File: src/sv/dfr_pkg.sv
// shared types and constants for the dielectric fresnel reflectance block
package dfr_pkg;

  localparam int IN_FRAC       = 14;
  localparam int FRAC_BITS_DEF = 14;
  localparam int IDX_W         = 15;
  localparam int COS_W         = 16;
  localparam int OUT_W         = 16;
  localparam int RATIO_FRAC    = 15;
  localparam int RATIO_QW      = 16;

  localparam logic signed [COS_W-1:0] COS_MAX = 16'sd16384;
  localparam logic signed [COS_W-1:0] COS_MIN = -16'sd16384;
  localparam logic [OUT_W-1:0]        OUT_ONE = 16'd32768;

  typedef struct packed {
    logic signed [COS_W-1:0] cos_incident;
    logic [IDX_W-1:0]        index_incident;
    logic [IDX_W-1:0]        index_transmit;
  } in_t;

  typedef struct packed {
    logic [OUT_W-1:0] reflectance;
    logic             total_internal;
  } out_t;

endpackage

File: src/sv/dfr_sqrt.sv
// pipelined integer square root, one result bit per stage
module dfr_sqrt import dfr_pkg::*; #(
  parameter int R  = FRAC_BITS_DEF + 1,
  parameter int SB = 1
) (
  input  logic            clk,
  input  logic            rst_n,
  input  logic            in_valid,
  input  logic [2*R-1:0]  in_v,
  input  logic [SB-1:0]   in_sb,
  output logic            out_valid,
  output logic [R-1:0]    out_root,
  output logic [SB-1:0]   out_sb
);

  logic [2*R-1:0] rem_r   [0:R-1];
  logic [R-1:0]   root_r  [0:R-1];
  logic           valid_r [0:R-1];
  logic [SB-1:0]  sb_r    [0:R-1];

  for (genvar k = 0; k < R; k++) begin : g_stage
    localparam int I = R - 1 - k;
    logic [2*R-1:0] rem_in;
    logic [R-1:0]   root_in;
    logic           valid_in;
    logic [SB-1:0]  sb_in;
    logic [2*R:0]   trial;
    logic [2*R:0]   diff;
    logic           ge;
    logic [2*R-1:0] rem_nxt;
    logic [R-1:0]   root_nxt;

    if (k == 0) begin : g_first
      assign rem_in   = in_v;
      assign root_in  = '0;
      assign valid_in = in_valid;
      assign sb_in    = in_sb;
    end else begin : g_next
      assign rem_in   = rem_r[k-1];
      assign root_in  = root_r[k-1];
      assign valid_in = valid_r[k-1];
      assign sb_in    = sb_r[k-1];
    end

    assign trial    = ((2*R+1)'(root_in) << (I + 1)) | ((2*R+1)'(1) << (2 * I));
    assign ge       = {1'b0, rem_in} >= trial;
    assign diff     = {1'b0, rem_in} - trial;
    assign rem_nxt  = ge ? diff[2*R-1:0] : rem_in;
    assign root_nxt = root_in | (R'(ge) << I);

    always_ff @(posedge clk) begin
      if (!rst_n) begin
        valid_r[k] <= 1'b0;
      end else begin
        valid_r[k] <= valid_in;
      end
      rem_r[k]  <= rem_nxt;
      root_r[k] <= root_nxt;
      sb_r[k]   <= sb_in;
    end
  end

  assign out_valid = valid_r[R-1];
  assign out_root  = root_r[R-1];
  assign out_sb    = sb_r[R-1];

endmodule

File: config.mk
export PLATFORM = sky130hd
export DESIGN_NAME = dfr_sqrt
export DESIGN_NICKNAME = d
export VERILOG_FILES = /design/src/sv/dfr_pkg.sv /design/src/sv/dfr_sqrt.sv
export SDC_FILE = /design/constraint.sdc
export NUM_CORES = 1
export LEC_CHECK = 0
export BUFFER_PORTS_ARGS = -buffer_cell sky130_fd_sc_hd__buf_2
export CORE_MARGIN = 2
export CORE_UTILIZATION = 25
export DETAILED_ROUTE_END_ITERATION = 7
export GPL_TIMING_DRIVEN = 0
export HOLD_SLACK_MARGIN = 0.08
export PLACE_DENSITY = 0.51
export SYNTH_ARGS = -nofsm -noshare
export SYNTH_HDL_FRONTEND = slang
export SYNTH_SLANG_ARGS = --single-unit
File: constraint.sdc
create_clock -name clk -period 2.44 [get_ports clk]
set_input_delay 0.244 -clock clk [delete_from_list [all_inputs] [get_ports clk]]
set_output_delay 0.244 -clock clk [all_outputs]
set_load 0.005 [all_outputs]
# After elaboration in Yosys (flattened, before gate mapping)
# Memories as Yosys holds them, arrays and structs flattened.
# Index checks and enable logic that the tools add are counted.
# W data, S select, Z words.
# totals
register_bits	0
word_cells	95
out_inout_bits	17
ram_bits	705
memories	4
# op_classes
muxes	32
bitwise	29
add_sub_neg	15
n_lt_le_gt_ge	15
# mem_list
memory	depth	width	rd	rd_clocked_by_memory_dff	wr	line	source
rem_r	15	30	14	0	15	dfr_sqrt.sv:16	logic [2*R-1:0] rem_r [0:R-1];
root_r	15	15	15	0	15	dfr_sqrt.sv:17	logic [R-1:0] root_r [0:R-1];
sb_r	15	1	15	0	15	dfr_sqrt.sv:19	logic [SB-1:0] sb_r [0:R-1];
valid_r	15	1	15	0	15	dfr_sqrt.sv:18	logic valid_r [0:R-1];
# op_table
cell	n
$mux W30	15
$ge A30 B16 Y1	1
$ge A30 B17 Y1	1
$ge A30 B18 Y1	1
$ge A30 B19 Y1	1
$ge A30 B20 Y1	1
$ge A30 B21 Y1	1
$ge A30 B22 Y1	1
$ge A30 B23 Y1	1
$ge A30 B24 Y1	1
$ge A30 B25 Y1	1
$ge A30 B26 Y1	1
$ge A30 B27 Y1	1
$ge A30 B28 Y1	1
$ge A30 B29 Y1	1
$ge A30 B29 Y1 const B	1
$sub A30 B16 Y30	1
$sub A30 B17 Y30	1
$sub A30 B18 Y30	1
$sub A30 B19 Y30	1
$sub A30 B20 Y30	1
$sub A30 B21 Y30	1
$sub A30 B22 Y30	1
$sub A30 B23 Y30	1
other kinds (23)	53

# Logic depth before layout (Yosys ltp)
# An unclocked memory read counts as a cell.
# logic_depth
depth_word	3
ltp_mapped	11
ltp_nobuf	10

# Worst setup path after synthesis
# Ideal clock, no wire load.
# synth_path
path_kind	reg2reg
from	mem root_r[4][27] (netlist bit)
to	mem rem_r[1][87] (netlist bit)
period_less_slack_ps	2610
path_slack_ps	-170
arrival_ps	2538
path_buffers	0
path_stages_with_launch	10
setup_time_ps	72
cell_sequence	dfxtp_1 inv_1 ha_1 or4b_1 or4_4 o211ai_2 a21oi_2 or4_1 a21oi_2 xor2_1
# synth_lines
item	line
start: declaration	dfr_sqrt.sv:17
end: declaration	dfr_sqrt.sv:16

==> metrics.yaml <==
synth.avg_cell_area_um2: 10.3
ys_warn_count: 0
worst_slew_pin_slew_ps: 633
final.period_utilization: 1.12
final_cell_mix: "dfxtp_1 (549), inv_1 (144), nor2_1 (112)"
yosysTopAreaCell: "dfxtp_1"
gp_congestion: 0.891
synth-xor-area-share: 0.0737
num_rows: 105
num_antenna_cells: 0
maxCapViolCount: 0
synth_cell_types: 72
initial_core_util: 0.252
layout.nets: 2395
overflow: 0
drive_above_1_share: 0.229
post-route-min-period_ps: 2730
p_total_mw: 32.5
path_clk_slew_ps: 60
pin_count: 51
hp-class: "input port to register"
synth_simple_gate_area_share: 0.144
clock-root-buffer: "clkbuf_16"
synth_nets: 2164
ant_nets: 0
required_ps: 2940
fin_ws_ps: -285
clock_sinks: 570
antenna_found_initial: 0
leakage_nw: 11.6
crit_path_end_kind: "register"
die_h_um: 292
fmax_mhz: 367
synth_top_area_frac: 0.552
syn_to_final_growth_pct: 30.7
die_w_um: 292
synthMuxAreaShare: 0.0134
drt_iter0_markers: 561
rsz0062_at_grt: "true"
synth_top_family_by_area: "simple AND/OR/NAND/NOR gates"
synth_seq_area_share: 0.552
powerDensity_nw_per_um2: 1200
cp_slowest_stage_delay_ps: 550
timing_hold_violations_final: 0
fin_util: 0.330
grt_usage: 0.109
via_per_inst: 4.30
cts_tree: "yes"
htreeDepth: 2
drc_errors: 0
crit_chain: "inv_2 > ha_4 > or4b_1 > or4_4 > o211ai_2 > a21oi_2 > or4_4 > a21oi_2 > xor2_1"
slew_viol_final: 0
dieArea_um2: 85100
synth_enable_flop_cells: 0
core-area_um2: 82000
layout_commonest_cell: "dfxtp_1"
setup_viol_count_final: 25
violations: "negative setup slack"
port_buffers: 50
synth_cells: 1999
grt_pass1_vias: 15391
peakVddDrop_v: 0.000792
grt_pass1_wl_mm: 76.5
worstSkewPairLatency_ps: 650
ys_ff_latch: 570
synthFlopType: "dfxtp_1"
cp_max_fo: 4
synth_area_leaders: "dfxtp_1 (55%), ha_1 (7.9%), xnor2_1 (3.9%)"
finClkSkew_ps: 74.7
max_slew_margin: 0.575
grt_max_degree: 20
synth_compound_area_frac: 0.106
hpwlAfterDp_mm: 34.5
critPathArrivalTime_ps: 3230
cts_inserted_buffers: 60
final.setup.tns_ps: -2110
ys_async_sr_fraction: 0
synthAdderAreaFrac: 0.0792
netlist_area_um2: 20700
wl_per_cell_um: 14.1
cts_buffer_depth: 3
vias: 14381
cp-start-kind: "register"
critical_path_class: "register to register"
outcome: "finished with violations"
totalWireLength_mm: 47.2
drtPass1Iterations: 7
critPathSlowestCell: "or4_4"
[kinds of logic after synthesis]
| logic type | Yosys count |
|---|---|
| and+or+nand+nor | 571 |
| DFF | 570 |
| adders and majority gates | 131 |
| muxes | 25 |
| xor gates and xnor gates | 174 |
| AOI/OAI and AO/OA | 349 |
| buffers and inverters | 179 |
[metal layers]
| layer | up-vias | share of wire | GRT usage |
|---|---|---|---|
| met5 | - | 0 | 0 |
| met4 | 0 | 0.058 | 0.0629 |
| met3 | 138 | 0.030 | 0.0188 |
| met2 | 221 | 0.52 | 0.210 |
| met1 | 6669 | 0.39 | 0.110 |
| li1 | 7353 | - | - |
[stage by stage]
step | setup slack (ps) | cells | instance area (um^2) | hold WS (ps)
after floorplan | -36.3 | 1999 | 20700 | 272
after global placement | -782 | 3119 | 22300 | 315
after detailed placement | -785 | 3119 | 22300 | 313
after CTS | -255 | 3314 | 25900 | 185
after global routing | -381 | 3345 | 27000 | 204
final | -285 | 3345 | 27000 | 221
[path summary, 6_finish.rpt]
check,startpoint,slack (ps),endpoint,depth (start not counted)
max,root_r[4][27],-290,rem_r[1][87],9
min,in_v[19],220,rem_r[0][19],2
max reg2reg,root_r[4][27],-290,rem_r[1][87],9
min reg2reg,root_r[5][11],310,root_r[5][26],0
[power by group]
part	internal (mW)	switching (mW)	total, mW
Clock	5.36	3.67	9.03
Sequential	11.5	1.76	13.3
Combinational	4.93	5.21	10.1
[flip-flops by register name, indices dropped and copies added (netlist names)]
| register | flops |
|---|---|
| rem_r | 420 |
| valid_r | 15 |
| root_r | 120 |
| sb_r | 15 |
[worst max-delay path: cells and delay by family (launching register included)]
kind | cells | cell delay (ps)
adders and majority gates | 1 | 280
xor gates and xnor gates | 1 | 170
buffers and inverters | 1 | 40
AOI/OAI and AO/OA | 3 | 430
DFF | 1 | 340
and+or+nand+nor | 3 | 1410
[synth_stat cells (29+ instances only)]
master and instances:
nor4_1 60, o21ai_0 99, inv_1 157, o21a_1 29
xor2_1 83, nand2b_1 29, nor2_1 123, nand2_1 126
dfxtp_1 570, ha_1 131, a21oi_1 109, nor3_1 54
xnor2_1 91
[timing repair]
item,in CTS,in global routing
endpoints found under the hold margin,38,0
hold buffers,34,0
buffers inserted,56,35
gates resized for setup,175,210
setup endpoints to repair,185,169
pin swaps,48,63
gates cloned,0,1
[layout make-up]
class / instances / area, um^2
repair buffers: 174 / 1390
flip-flops and latches: 570 / 11400
fillers: 8231 / 54900
inverters: 158 / 601
well taps: 1070 / 1340
multi-input cells: 1251 / 10100
clock inverters: 16 / 260
clock buffers: 91 / 1750
plain buffers: 15 / 163
No activity file was read; power rests on OpenSTA's default activity.
