### config.mk
export PLATFORM = sky130hd
export DESIGN_NAME = dfr_div
export DESIGN_NICKNAME = d
export VERILOG_FILES = /design/src/sv/dfr_pkg.sv /design/src/sv/dfr_div.sv
export SDC_FILE = /design/constraint.sdc
export NUM_CORES = 1
export LEC_CHECK = 0
export BUFFER_PORTS_ARGS = -buffer_cell sky130_fd_sc_hd__buf_4
export CAP_MARGIN = 20
export CORE_ASPECT_RATIO = 1.2
export CORE_MARGIN = 4
export CORE_UTILIZATION = 40
export CTS_CLUSTER_DIAMETER = 40
export CTS_CLUSTER_SIZE = 8
export DETAILED_ROUTE_END_ITERATION = 10
export SLEW_MARGIN = 20
export SYNTH_ARGS = -nofsm -noshare
export SYNTH_HDL_FRONTEND = slang
export SYNTH_SLANG_ARGS = --single-unit
### constraint.sdc
create_clock -name clk -period 2.96 [get_ports clk]
set_clock_uncertainty 0.05 [all_clocks]
set_input_delay 0.296 -clock clk [delete_from_list [all_inputs] [get_ports clk]]
set_output_delay 0.296 -clock clk [all_outputs]
set_load 0.02 [all_outputs]
### src/sv/dfr_pkg.sv
// shared types and constants for the dielectric fresnel reflectance block
package dfr_pkg;

  localparam int IN_FRAC       = 14;
  localparam int FRAC_BITS_DEF = 14;
  localparam int IDX_W         = 15;
  localparam int COS_W         = 16;
  localparam int OUT_W         = 16;
  localparam int RATIO_FRAC    = 15;
  localparam int RATIO_QW      = 16;

  localparam logic signed [COS_W-1:0] COS_MAX = 16'sd16384;
  localparam logic signed [COS_W-1:0] COS_MIN = -16'sd16384;
  localparam logic [OUT_W-1:0]        OUT_ONE = 16'd32768;

  typedef struct packed {
    logic signed [COS_W-1:0] cos_incident;
    logic [IDX_W-1:0]        index_incident;
    logic [IDX_W-1:0]        index_transmit;
  } in_t;

  typedef struct packed {
    logic [OUT_W-1:0] reflectance;
    logic             total_internal;
  } out_t;

endpackage

### src/sv/dfr_div.sv
// pipelined restoring divider, one quotient bit per stage
module dfr_div import dfr_pkg::*; #(
  parameter int NW = 32,
  parameter int DW = IDX_W,
  parameter int Q  = FRAC_BITS_DEF,
  parameter int SB = 1
) (
  input  logic          clk,
  input  logic          rst_n,
  input  logic          in_valid,
  input  logic [NW-1:0] in_num,
  input  logic [DW-1:0] in_den,
  input  logic [SB-1:0] in_sb,
  output logic          out_valid,
  output logic [Q-1:0]  out_quo,
  output logic [SB-1:0] out_sb
);

  localparam int CW = (NW > DW + Q) ? NW : DW + Q;

  logic [NW-1:0] rem_r   [0:Q-1];
  logic [DW-1:0] den_r   [0:Q-1];
  logic [Q-1:0]  quo_r   [0:Q-1];
  logic          valid_r [0:Q-1];
  logic [SB-1:0] sb_r    [0:Q-1];

  for (genvar k = 0; k < Q; k++) begin : g_stage
    localparam int I = Q - 1 - k;
    logic [NW-1:0] rem_in;
    logic [DW-1:0] den_in;
    logic [Q-1:0]  quo_in;
    logic          valid_in;
    logic [SB-1:0] sb_in;
    logic [CW-1:0] dsh;
    logic [CW-1:0] diff;
    logic          ge;

    if (k == 0) begin : g_first
      assign rem_in   = in_num;
      assign den_in   = in_den;
      assign quo_in   = '0;
      assign valid_in = in_valid;
      assign sb_in    = in_sb;
    end else begin : g_next
      assign rem_in   = rem_r[k-1];
      assign den_in   = den_r[k-1];
      assign quo_in   = quo_r[k-1];
      assign valid_in = valid_r[k-1];
      assign sb_in    = sb_r[k-1];
    end

    assign dsh  = CW'(den_in) << I;
    assign ge   = CW'(rem_in) >= dsh;
    assign diff = CW'(rem_in) - dsh;

    always_ff @(posedge clk) begin
      if (!rst_n) begin
        valid_r[k] <= 1'b0;
      end else begin
        valid_r[k] <= valid_in;
      end
      rem_r[k] <= ge ? diff[NW-1:0] : rem_in;
      den_r[k] <= den_in;
      quo_r[k] <= quo_in | (Q'(ge) << I);
      sb_r[k]  <= sb_in;
    end
  end

  assign out_valid = valid_r[Q-1];
  assign out_quo   = quo_r[Q-1];
  assign out_sb    = sb_r[Q-1];

endmodule

==> Yosys cells after proc, flatten, opt, wreduce, memory -nomap -nowiden <==
Memory sizes are Yosys's and may differ from the RTL's.
Cells that the tools add are included.
{ "op_classes": {"mux": 30, "addsub": 14, "n_bitwise": 27, "order_cmp": 14} }
{ "op_table": {"columns": ["op", "count"], "rows": [
  ["32-bit two-way mux", 14],
  ["32-bit by 15-bit greater-or-equal comparator with 1-bit output", 1],
  ["32-bit by 16-bit greater-or-equal comparator with 1-bit output", 1],
  ["32-bit by 17-bit greater-or-equal comparator with 1-bit output", 1],
  ["32-bit by 18-bit greater-or-equal comparator with 1-bit output", 1],
  ["32-bit by 19-bit greater-or-equal comparator with 1-bit output", 1],
  ["32-bit by 20-bit greater-or-equal comparator with 1-bit output", 1],
  ["32-bit by 21-bit greater-or-equal comparator with 1-bit output", 1],
  ["32-bit by 22-bit greater-or-equal comparator with 1-bit output", 1],
  ["32-bit by 23-bit greater-or-equal comparator with 1-bit output", 1],
  ["32-bit by 24-bit greater-or-equal comparator with 1-bit output", 1],
  ["32-bit by 25-bit greater-or-equal comparator with 1-bit output", 1],
  ["32-bit by 26-bit greater-or-equal comparator with 1-bit output", 1],
  ["32-bit by 27-bit greater-or-equal comparator with 1-bit output", 1],
  ["32-bit by 28-bit greater-or-equal comparator with 1-bit output", 1],
  ["32-bit by 15-bit subtractor with 32-bit output", 1],
  ["32-bit by 16-bit subtractor with 32-bit output", 1],
  ["32-bit by 17-bit subtractor with 32-bit output", 1],
  ["32-bit by 18-bit subtractor with 32-bit output", 1],
  ["32-bit by 19-bit subtractor with 32-bit output", 1],
  ["32-bit by 20-bit subtractor with 32-bit output", 1],
  ["32-bit by 21-bit subtractor with 32-bit output", 1],
  ["32-bit by 22-bit subtractor with 32-bit output", 1],
  ["32-bit by 23-bit subtractor with 32-bit output", 1],
  ["20 further kinds", 48]
]} }
{ "word_totals": {"register_bits": 0, "output_inout_bits": 16, "n_memories": 5, "mem_bits_rw": 882, "wordCells": 90, "inputBits": 51} }
{ "mem_list": {"columns": ["name", "words", "word_bits", "read_ports", "rd_clocked_by_memory_dff", "wr", "line_no", "rtl"], "rows": [
  ["rem_r", 14, 32, 13, 0, 14, "dfr_div.sv:21", "logic [NW-1:0] rem_r [0:Q-1];"],
  ["den_r", 14, 15, 13, 0, 14, "dfr_div.sv:22", "logic [DW-1:0] den_r [0:Q-1];"],
  ["quo_r", 14, 14, 14, 0, 14, "dfr_div.sv:23", "logic [Q-1:0] quo_r [0:Q-1];"],
  ["sb_r", 14, 1, 14, 0, 14, "dfr_div.sv:25", "logic [SB-1:0] sb_r [0:Q-1];"],
  ["valid_r", 14, 1, 14, 0, 14, "dfr_div.sv:24", "logic valid_r [0:Q-1];"]
]} }

==> Logic depth before layout (Yosys ltp) <==
Gate-level depths: netlist of run 1.
An unclocked memory read counts as a cell.
{ "depth": {"ltp_word": 3, "ltp_mapped": 12, "depth_no_buf": 11} }

==> Least setup slack after synthesis of run 1 <==
OpenSTA, ideal clock, no wires.
{ "synth_timing": {"kind": "register to register", "from": "memory rem_r[6][6], in the netlist rem_r[0][198]", "to": "memory rem_r[7][19], in the netlist rem_r[0][243]", "period_less_slack_ns": 3.000, "stages_incl_launch_ff": 11, "setup_time_ns": 0.121, "n_path_buf": 1, "arrival_ns": 2.829, "required_ns": 2.789, "path_slack_ns": -0.040, "path_cell_list": "dfxtp_1 inv_1 ha_1 inv_1 fa_1 nand4_1 nand3_1 a2111oi_0 a31oi_1 clkbuf_1 mux2_2"} }
{ "synth_rtl": {"columns": ["element", "line_no"], "rows": [
  ["start: declaration", "dfr_div.sv:21"]
]} }

==> impl_metrics.yaml, run 1 <==
synthesis:
  yosysSeqAreaShare_pct: 48.2
  synth_edf_count: 0
  ys_async_sr_fraction_pct: 0
  synth_fa_ha_area_share_pct: 9.35
  syn_area_um2: 30900
  yosysWarnings: 0
  synth_top_family_by_area: "simple AND/OR/NAND/NOR gates"
  syn-instance-count: 3194
  synth.area.mux_share_pct: 1.56
  synth.net_count: 3468
  synth.distinct_cells: 81
  syn_area_per_cell_um2: 9.67
  synth-compound-area-share_pct: 14.3
  synthSimpleGateAreaFrac_pct: 14.9
  ys_seq_elements: 744
  synth-main-ff-cell: "dfxtp_1"
  synth_xor_area_share_pct: 7.43
drt:
  drt_iter0_drc: 819
  wire_per_inst_um: 14.6
  drc: 0
  dr.pass1.iters: 5
  vias: 23200
  viasPerCell: 5.03
  drtAntennaViolNets: 0
  wl_um: 67500
cells_and_area:
  final_cell_count_no_fill: 4611
  syn_to_final_growth_pct: 23.2
  design_area_um2: 38000
  layout-drive-gt1-share_pct: 14.6
  fillers: 7100
  layout.area.seq_um2: 14900
  fin_nets: 3820
  multiInputGateArea_um2: 14900
  antenna_cells: 0
global_routing:
  grt_pass1_wl_um: 110000
  grt-busiest-layer: "met2"
  grt_use_met3_pct: 3.01
  grt_pass1_vias: 23500
  grt_util_met1_pct: 15.0
  grt_max_degree: 32
  grt.met2_usage_pct: 32.7
  grt_overflow: 0
  grt_use_total_pct: 16.2
  antenna_found_initial: 0
timing:
  grt_setup_unrepaired: "yes"
  max_freq_ghz: 0.342
  hold_ws_ps: 232
  drv_slew: 0
  hold_viol_final: 0
  setup_viol: 0
  tightest_slew_ps: 724
  slew_headroom_pct: 51.5
  period_share_pct: 98.9
  finalCriticalPeriod_ps: 2930
  tns_ps: 0
worst_setup_path:
  rrSetupSlack_ps: 30
  startpoint: "rem_r[1][115]$_DFF_P_"
  cp_max_fo: 6
  r2r_cells: 7
  worstSetupPathType: "flip-flop to flip-flop"
  start_kind: "flip-flop"
  crit_arrival_ps: 3480
  r2r-start: "rem_r[1][115]$_DFF_P_"
  critical_path_required_ps: 3510
  crit_path_end: "rem_r[1][158]$_DFF_P_"
  reg2reg_to: "rem_r[1][158]$_DFF_P_"
  cp-end-kind: "flip-flop"
placement:
  placedInstanceArea_um2: 33800
  place.gp.congestion: 0.913
  io_buffer_count: 66
  hpwl_um: 52000
  placed_cells: 4387
floorplan:
  fp.dieH_um: 312
  coreArea_um2: 76500
  dieWidth_um: 262
  ios: 67
  dieArea_um2: 81700
  start_util_pct: 40.3
  rows: 111
worst_hold_path:
  hp-class: "input pin to flip-flop"
pwr:
  ir_drop_uv: 590
  power_mw: 40.6
  leakage_nw: 16.7
  power_density_nw_per_um2: 1070
run_status:
  status: "completed"
clocking:
  clock_sinks: 744
  cts_tree: "yes"
  clock_latency_ps: 680
  cts_buffer_depth: 3
  cts.clk_slew.worst_paths_ps: 50
  cts_made_buffers: 115
  cts.htree.levels: 3
  clockRootBuffer: "clkbuf_16"
job:
  maxCapViolations: 0
==> synthesized netlist by cell type, types with 7 or more instances <==
library cell / number / area share [%]
a2111oi_0: 11 / 0.31
a211o_1: 7 / 0.20
a211oi_1: 29 / 0.71
a21boi_0: 10 / 0.24
a21o_1: 58 / 1.4
a21oi_1: 190 / 3.1
a31oi_1: 30 / 0.61
and2_1: 20 / 0.41
and3_1: 21 / 0.43
buf_2: 8 / 0.13
clkbuf_1: 62 / 0.75
dfxtp_1: 744 / 48
fa_1: 13 / 0.84
ha_1: 210 / 8.5
inv_1: 262 / 3.2
mux2_2: 40 / 1.5
nand2_1: 218 / 2.7
nand2b_1: 29 / 0.59
nand3_1: 57 / 0.92
nand3b_1: 9 / 0.22
nand4_1: 34 / 0.69
nor2_1: 185 / 2.2
nor2b_1: 36 / 0.73
nor3_1: 85 / 1.4
nor3b_1: 10 / 0.24
nor4_1: 55 / 1.1
nor4b_1: 15 / 0.43
o211ai_1: 13 / 0.32
o21a_1: 47 / 1.1
o21ai_0: 174 / 2.8
o21bai_1: 16 / 0.39
o31a_1: 14 / 0.40
o31ai_1: 23 / 0.56
or2_2: 13 / 0.26
or3_1: 35 / 0.71
or4_1: 26 / 0.63
xnor2_1: 117 / 3.3
xor2_1: 145 / 4.1
==> how the worst min path moves through the flow <==
stage / start / depth (start not counted) / end / slack (ps)
3_3_place_gp: quo_r[7][7]$_DFF_P_ / 0 / quo_r[8][7]$_DFF_P_ / 260
4_1_cts: in_num[3] / 2 / rem_r[0][3]$_DFF_P_ / 190
3_5_place_dp: quo_r[11][4]$_DFF_P_ / 0 / quo_r[12][4]$_DFF_P_ / 260
6_report: in_num[3] / 2 / rem_r[0][3]$_DFF_P_ / 230
2_1_floorplan: quo_r[9][10]$_DFF_P_ / 0 / quo_r[10][10]$_DFF_P_ / 260
5_1_grt: in_num[7] / 2 / rem_r[0][7]$_DFF_P_ / 220
==> kinds of logic (layout without fill, tap and decap cells) <==
group                    Yosys count  in the layout
AND/OR/NAND/NOR                  886            886
flip-flops                       744            744
AO/OA/AOI/OAI                    695            695
buffers and inverters            341            741
XOR/XNOR                         262            262
adder cells (fa/ha/maj)          223            223
multiplexers                      43             43
==> registers in the layout (all words and copies together) (netlist names) <==
| register | cells |
|---|---|
| valid_r | 14 |
| quo_r | 105 |
| den_r | 195 |
| sb_r | 14 |
| rem_r | 416 |
==> layer usage <==
metal | vias to the layer above | routed length (um)
met5 | - | 0
met4 | 0 | 3500
met3 | 199 | 2190
met2 | 405 | 37600
met1 | 10700 | 24200
li1 | 11900 | -
==> worst max-delay path, stage by stage, from the launching register on <==
cell	delay [ps]
dfxtp_1	310
or4_4	520
or3_4	340
or4_4	440
or3_4	380
or4_4	490
nor3_2	180
xor2_1	150
==> where the power goes <==
| group | total (mW) | internal (mW) | switching [mW] |
|---|---|---|---|
| clock network | 11.8 | 7.56 | 4.26 |
| registers | 14.2 | 12.6 | 1.62 |
| logic | 14.6 | 6.94 | 7.63 |
==> placed cells by master (no fill, tap or decap), types with 52 or more instances in the layout <==
master	count
a21o_1	58
a21oi_1	185
buf_4	249
clkbuf_16	117
dfxtp_1	744
ha_1	209
inv_1	261
nand2_1	218
nand3_1	56
nor2_1	182
nor3_1	81
nor4_1	52
o21ai_0	172
xnor2_1	117
xor2_1	145
==> stage by stage <==
stage	utilization, %	setup WS (ps)
2_1_floorplan	-	49.6
3_3_place_gp	44.2	-276
3_5_place_dp	44.2	-304
4_1_cts	49.4	8.07
5_1_grt	49.7	-45.7
6_report	49.7	33.9
==> area by class of cell <==
cell class / count / share of cell area, %
clock inverters: 25 / 0.832
clock buffers: 140 / 8.13
well taps: 1017 / 3.34
inverters: 265 / 2.61
flip-flops and latches: 744 / 39.1
repair buffers: 311 / 6.70
multi-input cells: 2109 / 39.2
==> repair_timing <==
item	4_1_cts	5_1_grt
setup endpoints to repair	11	118
pin swaps	3	8
buffers inserted	0	6
cloned	0	2
resized for setup	9	43
hold endpoints to repair	62	0
hold buffers	51	0
Note: power is estimated with default switching activity, not from simulation.
==> inputs of run 2 (changes only) <==
- CORE_UTILIZATION: 40 -> 35
==> run 2 against run 1 <==
Hold slack got worse by 8.0 ps. Clock power is essentially flat. Final cell count up 2.7%. Flip-flop and latch count is the same. Count of clock-buffer cells in the layout is 2 lower. Register-to-register slack worse by 30 ps. Die area grew 14%. Power grew 0.41%. Sequential share of layout area decreased by 0.21 points. Setup slack got worse by 29 ps. Critical path type unchanged. Largest cell class unchanged. Largest power group unchanged. Highest routed layer unchanged.
==> impl_metrics.yaml, run 2 (same netlist as run 1, synthesis figures left out) <==
run_status:
  status: "completed"
drt:
  dr.pass1.iters: 5
  dr_wl_met2_um: 35500
  drt_iter0_drc: 806
  wl_met1_um: 24900
  highest_layer: "met4"
  vias: 23100
  wire_per_inst_um: 13.9
  wl_met3_um: 2240
  wl_um: 66000
  drtAntennaViolNets: 0
  drc: 0
  viasPerCell: 4.88
worst_setup_path:
  start_kind: "flip-flop"
  cp_max_fo: 6
  cp-end-kind: "flip-flop"
  cpMostUsedCell: "or4_4"
  r2r-start: "rem_r[1][116]$_DFF_P_"
  reg2reg_to: "rem_r[1][158]$_DFF_P_"
  worstSetupPathType: "flip-flop to flip-flop"
  crit_slowest_cell: "or4_4"
  critical_path_required_ps: 3520
  slowest_delay_ps: 530
  r2r_cells: 7
  path_cells: "or4_4 > or3_4 > or4_4 > or3_4 > or4_4 > nor3_4 > xor2_1"
  crit_arrival_ps: 3510
  rrSetupSlack_ps: 5
floorplan:
  coreArea_um2: 87700
  fp.dieH_um: 333
  rows: 119
  dieWidth_um: 279
  ios: 67
  dieArea_um2: 93000
  start_util_pct: 35.2
pwr:
  ir_drop_uv: 564
  power_density_nw_per_um2: 1070
  leakage_nw: 16.7
clocking:
  cts_tree: "yes"
  cts.clk_slew.worst_paths_ps: 50
  cts_buffer_depth: 3
  clock_latency_ps: 670
  clockRootBuffer: "clkbuf_16"
  cts.htree.levels: 3
  clock_sinks: 744
  cts_made_buffers: 115
timing:
  period_share_pct: 99.8
  tightest_slew_ps: 760
  slew_headroom_pct: 48.9
  tns_ps: 0
  finalCriticalPeriod_ps: 2960
  max_freq_ghz: 0.338
  setup_viol: 0
  hold_viol_final: 0
  drv_slew: 0
  grt_setup_unrepaired: "yes"
worst_hold_path:
  holdPathStages: 2
  hp-class: "input pin to flip-flop"
  min_to: "rem_r[0][7]$_DFF_P_"
  hold_start: "in_num[7]"
cells_and_area:
  top_register: "rem_r"
  antenna_cells: 0
  design_area_um2: 38300
  largest_reg_flops: 416
  final_common_cell: "dfxtp_1"
  fin_nets: 3815
  top_regs: "rem_r x416, den_r x195, quo_r x105"
  final_cell_count_no_fill: 4736
  syn_to_final_growth_pct: 23.9
  layout-drive-gt1-share_pct: 14.6
  layout_common_cells: "dfxtp_1 (742), inv_1 (262), buf_4 (242), nand2_1 (218), ha_1 (206)"
job:
  maxCapViolations: 0
placement:
  placed_cells: 4517
  place.gp.congestion: 0.869
  placedInstanceArea_um2: 34000
  io_buffer_count: 66
  hpwl_um: 50400
global_routing:
  antenna_found_initial: 0
  grt_use_total_pct: 13.9
  grt_pass1_wl_um: 109000
  grt_max_degree: 30
  grt_pass1_vias: 23800
  grt_overflow: 0
run 2: changes by cell type in the layout (fill, tap and decap cells not counted), moves of 3 or more:
cell | previous run | this run
buf_4 | 249 | 242
buf_6 | 5 | 8
clkbuf_1 | 14 | 11
ha_1 | 209 | 206
nor2_1 | 182 | 185
nor2_2 | 3 | 0
run 2: layout make-up:
class                   instances  area [um2]
inverters                     265         997
fillers                      8323       49400
flip-flops and latches        744       14900
repair buffers                306        2500
multi-input cells            2109       15000
well taps                    1149        1440
clock inverters                25         358
clock buffers                 138        3100
run 2: where the power goes:
group          switching (mW)  leakage, nW  internal (mW)
combinational            7.54         8.75           6.93
sequential               1.68         6.24           12.6
clock                    4.28         1.70           7.75
run 2: metal layers:
layer,global-route usage [%],vias to the layer above
li1,-,11900
met1,13.4,10600
met2,27.4,406
met3,2.35,198
met4,8.18,0
met5,0,-
run 2: worst max path at each step:
stage	from	end	slack (ps)	cells past startpoint
floorplan	den_r[0][103]$_DFF_P_	rem_r[0][243]$_DFF_P_	50	9
global placement	den_r[0][47]$_DFF_P_	rem_r[0][156]$_DFF_P_	-320	10
detailed placement	den_r[0][47]$_DFF_P_	rem_r[0][156]$_DFF_P_	-370	10
CTS	rem_r[1][115]$_DFF_P_	rem_r[1][158]$_DFF_P_	6	7
global route	rem_r[1][116]$_DFF_P_	rem_r[1][136]$_DFF_P_	-60	10
finish	rem_r[1][116]$_DFF_P_	rem_r[1][158]$_DFF_P_	5	7
run 2: what timing repair did:
action	in CTS	in global routing
setup buffers	2	1
gates resized for setup	13	53
endpoints found under the setup margin	41	102
cloned	0	1
hold buffers	53	0
pin swaps	4	10
endpoints found under the hold margin	62	0
run 2: through the flow:
step           hold slack (ps)  util, %  worst slack [ps]  total power [mW]
2_1_floorplan              260        -              49.6              24.4
3_3_place_gp               260     38.7              -324              28.4
3_5_place_dp               262     38.7              -365              28.6
4_1_cts                    171     43.4              5.62              41.0
5_1_grt                    204     43.6             -63.4              43.6
6_report                   224     43.6              4.99              40.8
run 2: critical path: cells and delay by family (launching register included):
family	cells	cell delay [ps]
and+or+nand+nor	6	2360
xor gates and xnor gates	1	140
DFF	1	320
==> inputs of run 3 (changes only) <==
- clock period: 2.96 -> 2.8 ns (I/O delays scaled with it)
==> run 3 against run 2 <==
The run now ends with setup timing left. Critical endpoint unchanged. Highest routed layer unchanged. Non-clock buffer count is 150 higher. Clock power is 11% higher. Wire length is 4.5% higher. Flip-flop and latch count stayed put. Setup slack worse by 24 ps.
==> impl_metrics.yaml, run 3 (same netlist as run 1, synthesis figures left out) <==
global_routing:
  grt_use_total_pct: 14.4
  grt_overflow: 0
  antenna_found_initial: 0
  grt_pass1_vias: 24800
  grt_pass1_wl_um: 113000
  grt_max_degree: 29
drt:
  viasPerCell: 4.87
  wire_per_inst_um: 14.1
  wl_um: 69000
  vias: 23900
  drc: 0
  drt_iter0_drc: 729
  dr.pass1.iters: 5
  drtAntennaViolNets: 0
timing:
  hold_viol_final: 0
  period_share_pct: 101
  grt_setup_unrepaired: "yes"
  slew_headroom_pct: 58.2
  tightest_slew_ps: 627
  setup_ws_ps: -19.2
  max_freq_ghz: 0.355
  finalCriticalPeriod_ps: 2820
  tns_ps: -32.7
  setup_viol: 5
  drv_slew: 0
worst_setup_path:
  path_delay_family: "simple AND/OR/NAND/NOR gates"
  cpMostUsedCell: "or4_4"
  path_cells: "or4_4 > or3_4 > or4_4 > or3_4 > or4_4 > nor3_4 > xor2_1"
  worstSetupPathType: "flip-flop to flip-flop"
  crit_slowest_cell: "or4_4"
  start_kind: "flip-flop"
  critical_path_required_ps: 3360
  cp-end-kind: "flip-flop"
  slowest_delay_ps: 520
  crit_arrival_ps: 3380
  cp_max_fo: 6
  critPathBufInv: 0
clocking:
  cts_made_buffers: 118
  cts.clk_slew.worst_paths_ps: 50
  clock_latency_ps: 680
  cts_tree: "yes"
  cts_buffer_depth: 3
  clock_sinks: 744
  cts.htree.levels: 3
  clockRootBuffer: "clkbuf_16"
worst_hold_path:
  hp-class: "input pin to flip-flop"
floorplan:
  fp.dieH_um: 333
  ios: 67
  dieArea_um2: 93000
  coreArea_um2: 87700
  dieWidth_um: 279
  start_util_pct: 35.2
  rows: 119
run_status:
  status: "complete, but fails checks"
  violations: "setup timing"
pwr:
  power_density_nw_per_um2: 1120
  ir_drop_uv: 633
  power_mw: 45.3
  leakage_nw: 17.6
cells_and_area:
  fin_nets: 3969
  final_common_cell: "dfxtp_1"
  antenna_cells: 0
  top_regs: "rem_r x416, den_r x195, quo_r x105"
  fillers: 8124
  final_core_util_pct: 46.0
  syn_to_final_growth_pct: 30.5
  top_register: "rem_r"
  layout-drive-gt1-share_pct: 21.0
  layout_common_cells: "dfxtp_1 (731), buf_4 (383), inv_1 (257), nand2_1 (218), ha_1 (193)"
  largest_reg_flops: 416
placement:
  io_buffer_count: 66
  place.gp.congestion: 0.850
  hpwl_um: 52100
job:
  maxCapViolations: 0
## run 3: metal layers
metal,track usage [%],vias to the layer above,share of wire (%)
met4,8.64,0,5.4
met5,0,-,0
met1,13.4,11000,37
met2,28.9,474,55
li1,-,12200,-
met3,2.42,230,3.3
## run 3: worst register-to-register path, cell delays in order, from the launching register on
cell	delay, ps
dfxtp_1	300
or4_4	520
or3_4	340
or4_4	420
or3_4	390
or4_4	440
nor3_4	130
xor2_1	150
## run 3: what timing repair did
item                       in CTS  in global routing
hold endpoints to repair       62                  0
buffers inserted                5                 21
gates cloned                    2                  2
resized for setup              56                152
hold buffers                   51                  0
pin swaps                      14                 44
setup endpoints to repair     114                188
## run 3: area by class of cell
class	instances	area (um2)	area share (%)
repair buffers	456	3690	9.17
flip-flops and latches	744	14900	37.0
well taps	1149	1440	3.57
multi-input cells	2110	15600	38.7
clock inverters	29	487	1.21
clock buffers	147	3160	7.85
inverters	265	1000	2.49
## run 3: metrics by stage
step	std cells	setup WS (ps)	hold slack [ps]	area [um2]
2_1_floorplan	3194	-62.1	258	30900
3_3_place_gp	4645	-451	259	35000
3_5_place_dp	4645	-487	262	35000
4_1_cts	4879	-36.3	158	39400
5_1_grt	4900	-128	179	40300
6_report	4900	-19.2	200	40300
## run 3: where the power goes
part / leakage [nW] / switching (mW) / internal, mW / total, mW
Clock: 1.77 / 4.67 / 8.64 / 13.3
Sequential: 6.24 / 1.77 / 13.3 / 15.1
Combinational: 9.57 / 8.60 / 8.27 / 16.9
## run 3: path summary, 6_finish.rpt
| kind | from | endpoint | slack [ps] | cells past startpoint |
|---|---|---|---|---|
| max | rem_r[1][116]$_DFF_P_ | rem_r[1][158]$_DFF_P_ | -20 | 7 |
| min | in_den[4] | den_r[0][4]$_DFF_P_ | 200 | 2 |
| max reg2reg | rem_r[1][116]$_DFF_P_ | rem_r[1][158]$_DFF_P_ | -20 | 7 |
| min reg2reg | quo_r[6][8]$_DFF_P_ | quo_r[7][8]$_DFF_P_ | 240 | 0 |
